### src/rtl/core/bdmlc_pkg.sv
// Shared types and constants of the button debounce and mode LED block.
package bdmlc_pkg;

	localparam int SETTLE_W = 8;
	localparam int BLINK_W  = 16;
	localparam int MODE_W   = 4;
	localparam int CFG_W    = 16;

	// Configuration register indexes
	localparam logic CFG_SETTLE = 1'b0;
	localparam logic CFG_BLINK  = 1'b1;

	// Mode codes
	localparam logic [MODE_W-1:0] MODE_OFF      = 4'd0;
	localparam logic [MODE_W-1:0] MODE_A_RX     = 4'd1;
	localparam logic [MODE_W-1:0] MODE_A_TX     = 4'd2;
	localparam logic [MODE_W-1:0] MODE_A_SCAN   = 4'd3;
	localparam logic [MODE_W-1:0] MODE_B_RX     = 4'd4;
	localparam logic [MODE_W-1:0] MODE_B_TX     = 4'd5;
	localparam logic [MODE_W-1:0] MODE_B_SCAN   = 4'd6;
	localparam logic [MODE_W-1:0] MODE_SNIFF_A  = 4'd7;
	localparam logic [MODE_W-1:0] MODE_SNIFF_B  = 4'd8;
	localparam logic [MODE_W:0]   MODE_COUNT    = 5'd9;

	localparam logic [SETTLE_W-1:0] SETTLE_RESET = 8'd10;
	localparam logic [BLINK_W-1:0]  BLINK_RESET  = 16'd250;

	// LED drive and mode after one tick
	typedef struct packed {
		logic              second_led_on;
		logic              first_led_on;
		logic [MODE_W-1:0] mode_now;
	} lamp_t;

endpackage

### src/rtl/core/bdmlc_debounce.sv
// Debouncer for one button: debounced level and last mismatch stamp.
module bdmlc_debounce #(
	parameter int STAMP_WIDTH = 32
) (
	input  logic                          clk,
	input  logic                          arst_n,
	input  logic                          advance,
	input  logic                          raw,
	input  logic [STAMP_WIDTH-1:0]        tick_next,
	input  logic [bdmlc_pkg::SETTLE_W-1:0] settle,
	output logic                          clean_next
);

	logic                   clean_q;
	logic [STAMP_WIDTH-1:0] stamp_q;
	logic [STAMP_WIDTH-1:0] elapsed;
	logic                   mismatch;

	assign mismatch   = raw != clean_q;
	assign elapsed    = tick_next - stamp_q;
	assign clean_next = (mismatch && (elapsed > STAMP_WIDTH'(settle))) ? raw : clean_q;

	always_ff @(posedge clk or negedge arst_n) begin
		if (!arst_n) begin
			clean_q <= 1'b0;
			stamp_q <= '0;
		end else if (advance) begin
			clean_q <= clean_next;
			// restamp on every mismatch, taken over or not
			if (mismatch) begin
				stamp_q <= tick_next;
			end
		end
	end

endmodule

### src/rtl/core/bdmlc_mode_led.sv
// Blink counter, mode stepper and LED pattern logic.
module bdmlc_mode_led (
	input  logic                          clk,
	input  logic                          arst_n,
	input  logic                          advance,
	input  logic                          press_level,
	input  logic [bdmlc_pkg::BLINK_W-1:0] blink_ticks,
	output bdmlc_pkg::lamp_t              lamp_next
);

	logic [bdmlc_pkg::BLINK_W-1:0] blink_cnt_q;
	logic [bdmlc_pkg::BLINK_W-1:0] cnt_inc;
	logic [bdmlc_pkg::MODE_W-1:0]  mode_q;
	logic [bdmlc_pkg::MODE_W:0]    mode_inc;
	logic                          led1_q;
	logic                          led2_q;
	logic                          prev_q;
	logic                          hit;
	logic                          led1_d;
	logic                          led2_d;
	logic [bdmlc_pkg::MODE_W-1:0]  mode_d;

	assign cnt_inc  = blink_cnt_q + 1'b1;
	assign hit      = cnt_inc >= blink_ticks;
	assign mode_inc = {1'b0, mode_q} + 1'b1;

	always_comb begin
		led1_d = led1_q;
		led2_d = led2_q;
		case (mode_q) inside
			bdmlc_pkg::MODE_OFF: begin
				led1_d = 1'b0;
				led2_d = 1'b0;
			end
			bdmlc_pkg::MODE_A_RX, bdmlc_pkg::MODE_A_SCAN, bdmlc_pkg::MODE_SNIFF_A: begin
				led1_d = led1_q ^ hit;
				led2_d = 1'b0;
			end
			bdmlc_pkg::MODE_A_TX: begin
				led1_d = 1'b1;
				led2_d = 1'b0;
			end
			bdmlc_pkg::MODE_B_RX, bdmlc_pkg::MODE_B_SCAN, bdmlc_pkg::MODE_SNIFF_B: begin
				led1_d = 1'b0;
				led2_d = led2_q ^ hit;
			end
			bdmlc_pkg::MODE_B_TX: begin
				led1_d = 1'b0;
				led2_d = 1'b1;
			end
			default: begin
				// hold levels for codes that cannot arise
			end
		endcase
	end

	always_comb begin
		mode_d = mode_q;
		if (press_level && !prev_q) begin
			if (mode_inc >= bdmlc_pkg::MODE_COUNT) begin
				mode_d = bdmlc_pkg::MODE_W'(mode_inc - bdmlc_pkg::MODE_COUNT);
			end else begin
				mode_d = mode_inc[bdmlc_pkg::MODE_W-1:0];
			end
		end
	end

	assign lamp_next.first_led_on  = led1_d;
	assign lamp_next.second_led_on = led2_d;
	assign lamp_next.mode_now      = mode_d;

	always_ff @(posedge clk or negedge arst_n) begin
		if (!arst_n) begin
			blink_cnt_q <= '0;
			mode_q      <= bdmlc_pkg::MODE_OFF;
			led1_q      <= 1'b0;
			led2_q      <= 1'b0;
			prev_q      <= 1'b0;
		end else if (advance) begin
			blink_cnt_q <= hit ? '0 : cnt_inc;
			mode_q      <= mode_d;
			led1_q      <= led1_d;
			led2_q      <= led2_d;
			prev_q      <= press_level;
		end
	end

endmodule

### src/rtl/core/button_debounce_mode_led_control_unit.sv
// Top level: two-button debouncer driving a nine-way mode selector and two LEDs.
//
//  channel  dir  handshake          payload
//  s_*      in   s_tvalid/s_tready  s_tdata: first, second raw button level
//  m_*      out  m_tvalid/m_tready  m_tdata: LEDs, mode, debounced levels
//  cfg_*    in   cfg_we             cfg_index, cfg_wdata
//
// One request per clock sustained while the output is taken; a request passes through the input
// register, then one pass of debounce, blink and mode logic into the output register,
// where its result is held until taken. The output register frees itself in the same
// cycle it is taken, so the input side stalls only while the output waits and the input
// register is full.
// Reset clears all tick, debounce, blink, mode and LED state and loads the register
// defaults (settle 10, blink 250); no clearing pass is needed.
module button_debounce_mode_led_control_unit #(
	parameter int STAMP_WIDTH = 32
) (
	input  logic                          clk,
	input  logic                          arst_n,
	input  logic                          s_tvalid,
	output logic                          s_tready,
	// [0] first_button_pressed, [1] second_button_pressed, [7:2] zero
	input  logic [7:0]                    s_tdata,
	output logic                          m_tvalid,
	input  logic                          m_tready,
	// [0] first_led_on, [1] second_led_on, [5:2] mode_now,
	// [6] first_button_clean, [7] second_button_clean
	output logic [7:0]                    m_tdata,
	input  logic                          cfg_we,
	input  logic                          cfg_index,
	input  logic [bdmlc_pkg::CFG_W-1:0]   cfg_wdata
);

	logic                            valid_s1;
	logic [1:0]                      raw_s1;
	logic                            advance;
	logic [bdmlc_pkg::SETTLE_W-1:0]  settle_q;
	logic [bdmlc_pkg::BLINK_W-1:0]   blink_q;
	logic [STAMP_WIDTH-1:0]          tick_q;
	logic [STAMP_WIDTH-1:0]          tick_next;
	logic                            clean1_next;
	logic                            clean2_next;
	bdmlc_pkg::lamp_t                lamp_next;
	logic                            out_valid_q;
	logic [7:0]                      out_data_q;

	// advance the held request once the output register is free or being drained
	assign advance   = valid_s1 && (!out_valid_q || m_tready);
	assign s_tready  = !valid_s1 || advance;
	assign tick_next = tick_q + 1'b1;

	// configuration decode
	always_ff @(posedge clk or negedge arst_n) begin
		if (!arst_n) begin
			settle_q <= bdmlc_pkg::SETTLE_RESET;
			blink_q  <= bdmlc_pkg::BLINK_RESET;
		end else if (cfg_we) begin
			unique case (cfg_index)
				bdmlc_pkg::CFG_SETTLE: settle_q <= cfg_wdata[bdmlc_pkg::SETTLE_W-1:0];
				bdmlc_pkg::CFG_BLINK:  blink_q  <= cfg_wdata[bdmlc_pkg::BLINK_W-1:0];
				default: ;
			endcase
		end
	end

	// input register
	always_ff @(posedge clk or negedge arst_n) begin
		if (!arst_n) begin
			valid_s1 <= 1'b0;
		end else if (s_tready) begin
			valid_s1 <= s_tvalid;
		end
	end

	always_ff @(posedge clk) begin
		if (s_tready && s_tvalid) begin
			raw_s1 <= s_tdata[1:0];
		end
	end

	// tick stamp, stepped first on every tick
	always_ff @(posedge clk or negedge arst_n) begin
		if (!arst_n) begin
			tick_q <= '0;
		end else if (advance) begin
			tick_q <= tick_next;
		end
	end

	bdmlc_debounce #(
		.STAMP_WIDTH(STAMP_WIDTH)
	) u_deb_first (
		.clk        (clk),
		.arst_n     (arst_n),
		.advance    (advance),
		.raw        (raw_s1[0]),
		.tick_next  (tick_next),
		.settle     (settle_q),
		.clean_next (clean1_next)
	);

	bdmlc_debounce #(
		.STAMP_WIDTH(STAMP_WIDTH)
	) u_deb_second (
		.clk        (clk),
		.arst_n     (arst_n),
		.advance    (advance),
		.raw        (raw_s1[1]),
		.tick_next  (tick_next),
		.settle     (settle_q),
		.clean_next (clean2_next)
	);

	// LED pattern uses the mode before this tick; a fresh press of button one steps it
	bdmlc_mode_led u_mode_led (
		.clk         (clk),
		.arst_n      (arst_n),
		.advance     (advance),
		.press_level (clean1_next),
		.blink_ticks (blink_q),
		.lamp_next   (lamp_next)
	);

	// output register: hold until taken, refill in the same cycle it drains
	always_ff @(posedge clk or negedge arst_n) begin
		if (!arst_n) begin
			out_valid_q <= 1'b0;
		end else if (advance) begin
			out_valid_q <= 1'b1;
		end else if (m_tready) begin
			out_valid_q <= 1'b0;
		end
	end

	always_ff @(posedge clk) begin
		if (advance) begin
			out_data_q <= {clean2_next, clean1_next, lamp_next.mode_now,
				lamp_next.second_led_on, lamp_next.first_led_on};
		end
	end

	assign m_tvalid = out_valid_q;
	assign m_tdata  = out_data_q;

	// mode never leaves its nine codes
	a_mode_range: assert property (@(posedge clk) disable iff (!arst_n)
		m_tvalid |-> (m_tdata[5:2] <= bdmlc_pkg::MODE_SNIFF_B))
		else $error("mode out of range");

	// hold the result unchanged while the receiver stalls
	a_hold_stalled: assert property (@(posedge clk) disable iff (!arst_n)
		(m_tvalid && !m_tready) |=> (m_tvalid && $stable(m_tdata)))
		else $error("result changed while stalled");

	// never both LEDs lit at once
	a_one_led: assert property (@(posedge clk) disable iff (!arst_n)
		m_tvalid |-> !(m_tdata[0] && m_tdata[1]))
		else $error("both LEDs lit");

	// an empty output register never stalls the input side
	a_no_stall: assert property (@(posedge clk) disable iff (!arst_n)
		!m_tvalid |-> s_tready)
		else $error("input stalled with empty output");

endmodule
### config.mk
export PLATFORM = sky130hd
export DESIGN_NAME = button_debounce_mode_led_control_unit
export DESIGN_NICKNAME = d
export VERILOG_FILES = /design/src/rtl/core/bdmlc_pkg.sv /design/src/rtl/core/bdmlc_debounce.sv /design/src/rtl/core/bdmlc_mode_led.sv /design/src/rtl/core/button_debounce_mode_led_control_unit.sv
export SDC_FILE = /design/constraint.sdc
export NUM_CORES = 1
export LEC_CHECK = 0
export BUFFER_PORTS_ARGS = -buffer_cell sky130_fd_sc_hd__buf_2
export CORE_UTILIZATION = 25
export DETAILED_ROUTE_END_ITERATION = 7
export GPL_TIMING_DRIVEN = 1
export PLACE_DENSITY = 0.43
export RECOVER_POWER = 50
export SLEW_MARGIN = 20
export SYNTH_ARGS = -nofsm -noshare
export SYNTH_HDL_FRONTEND = slang
export SYNTH_SLANG_ARGS = --single-unit
### constraint.sdc
create_clock -name clk -period 12.4 [get_ports clk]
set_clock_uncertainty 0.15 [all_clocks]
set_input_delay 1.86 -clock clk [delete_from_list [all_inputs] [get_ports clk]]
set_output_delay 1.86 -clock clk [all_outputs]
set_load 0.02 [all_outputs]
==> out/results.tsv <==
metric	value	unit
clk-insertion-delay-late	0.45	ns
io_pins	40	
antennaDiodeCount	0	
setup_viol	0	
max_stage_delay	3.66	ns
final_common_cell	nand2_1	
globalplace.congestion	0.896	
crit_type	in2async	
die_width	221	microns
slew_viol_final	188	
dr.first_iter.drc_count	634	
die_height	221	microns
max_slew_margin	-254	%
dr.pass1.iters	5	
cts_resized	0	
min_period_over_period	65.7	%
critPathBufInv	2	
fmax	123	MHz
start_kind	primary input	
synthToLayoutAreaGrowth	11.4	%
ir_drop	86.9	uV
cts_setup_buffers	0	
grt-ovfl-total	0	
grt_setup_unrepaired	false	
outcome	complete, but fails checks	
wl_per_cell	16.0	microns
core_area	46900	sq um
p_leak	6.29	nW
cts_tree	yes	
hold_buffers	0	
vias_per_cell	4.79	
syn-num-nets	1543	
yosysWarnings	0	
critical_path_required	12.14	ns
max_cap_viol_count	3	
fin_crit	8.15	ns
p_per_area	201	nW/um^2
root_buffer	clkbuf_16	
dp_hpwl	25.1	mm
worst-path-max-fanout	94	
worst-slew-pin-transition	5.31	ns
yosysSeqAreaShare	33.2	%
hp-class	reg2reg	
rrSetupSlack	5.30	ns
globalRouteTotalUtil	13.8	%
post_synth.cell_area_avg	8.47	sq um
synth-seq-cells	156	
netlist_instances	1410	
grt_pass1_vias	9308	
cp-end-kind	asynchronous set/reset pin	
rows	79	
path_cells	clkbuf_1 -> clkbuf_1	
critical-path-top-delay-family	buffers and inverters	
synth_ff_type	dfrtp_1	
fp.dieArea	48700	sq um
numCtsBuffers	17	
drcViolationCount	0	
tns	0	ns
final_layout_size_suffix_gt1_share	7.79	%
synth_edf_count	10	
routed_wl	32.5	mm
final-hold-violation-count	0	
drtAntennaViolNets	0	
start_util	25.5	%
antenna_found_initial	0	
whs	0.331	ns
grt_pass1_wl	52.0	mm
netlist_area	11900	sq um
final_cell_mix	nand2_1, inv_1, dfrtp_1, o21ai_0, ha_1	
grt_max_degree	95	
nets	1545	
violations	max-capacitance violations, max-slew violations	
clkSlewWorstSetupHoldPaths	0.06	ns
htree_levels	4	
clk_path_buf_depth	2	
cts_sinks	156	
critPathArrivalTime	7.89	ns
synthArstFlopShare	93.6	%
io_buffer_count	33	
cp_slowest_cell	clkbuf_1	
vias	9733	
crit_top_cell	clkbuf_1	
synth.distinct_cells	84	
[where the power goes]
group          switching (W)  internal [W]
Sequential         0.0000625      0.000592
Combinational       0.000837      0.000619
Clock               0.000229      0.000337
Total                0.00113       0.00155
[synth_stat cells (all sizes together), types with 8 or more instances]
master,instances,area (sq um)
mux2i,8,80.1
inv,138,518
ha,101,1260
and3,16,100
nor4,8,101
mux2,28,315
nand4,23,144
nand2,165,619
nor2b,15,93.8
nor2,82,310
nor3,21,105
xnor2,60,526
edfxtp,10,300
dfrtp,138,3450
or3,11,68.8
clkbuf,42,160
a22o,14,123
buf,12,61.3
a21oi,88,444
o211ai,12,95.1
nand2b,11,68.8
a211oi,16,130
xor2,54,473
dfstp,8,210
nand3,45,235
o21a,14,113
a21o,33,255
a31oi,8,65.1
o21ai,122,614
[state kept, by name, summed over array words and instances, names as in the netlist]
name                    count
u_deb_first.stamp_q        32
m_tvalid                    1
tick_q                     32
u_mode_led.prev_q           1
u_deb_second.stamp_q       32
u_deb_second.clean_q        1
raw_s1                      2
u_mode_led.led2_q           1
u_mode_led.blink_cnt_q     16
valid_s1                    1
blink_q                    16
u_mode_led.mode_q           4
settle_q                    8
m_tdata                     8
u_mode_led.led1_q           1
[area by class of cell]
type | instances | area [sq um]
Sequential cell | 156 | 3960
Clock inverter | 11 | 153
Clock buffer | 21 | 472
Tap cell | 607 | 759
Multi-Input combinational cell | 1061 | 7260
Inverter | 139 | 522
Fill cell | 5076 | 33500
Timing Repair Buffer | 37 | 175
[routing by layer]
layer | up-vias | routed length (microns) | GRT usage [%]
met5 | - | 0 | 0
met3 | 28 | 833 | 1.72
met2 | 156 | 14400 | 21.2
li1 | 4950 | - | -
met1 | 4599 | 16700 | 19.9
met4 | 0 | 571 | 4.27
[worst paths after layout]
kind / startpoint / endpoint / cells after the start
worst max register to register: tick_q[0]$_DFFE_PN0P_ / m_tdata[3]$_DFFE_PP_ / 21
worst min-delay path: u_deb_second.stamp_q[26]$_DFFE_PN0P_ / u_deb_second.stamp_q[26]$_DFFE_PN0P_ / 2
max in group clk: tick_q[0]$_DFFE_PN0P_ / m_tdata[3]$_DFFE_PP_ / 21
worst max-delay path: arst_n / u_deb_second.stamp_q[27]$_DFFE_PN0P_ / 2
min in group asynchronous: arst_n / blink_q[12]$_DFFE_PN0P_ / 1
worst min register to register: u_deb_second.stamp_q[26]$_DFFE_PN0P_ / u_deb_second.stamp_q[26]$_DFFE_PN0P_ / 2
[cells by family (layout without fill, tap and decap cells)]
group	after synthesis	after routing	synth area share, %
buffers and inverters	193	208	6.22
AOI/OAI and AO/OA	381	381	20.6
and+or+nand+nor	426	426	17.3
xor gates and xnor gates	115	115	8.54
adders and majority gates	103	103	10.9
muxes	36	36	3.31
DFF	156	156	33.2
[stage by stage]
step                      utilization [%]  setup WS (ns)  std cells  power [W]  area [sq um]
after floorplan                         -           6.78       1410    0.00178         11900
after global placement               27.1           5.28       2000    0.00211         12700
after detailed placement             27.1           5.22       2000    0.00212         12700
after CTS                            28.4           5.19       2032    0.00271         13300
after global routing                 28.4           2.60       2032    0.00291         13300
final                                28.4           4.25       2032    0.00268         13300
Power figures use the tool's default switching activity.
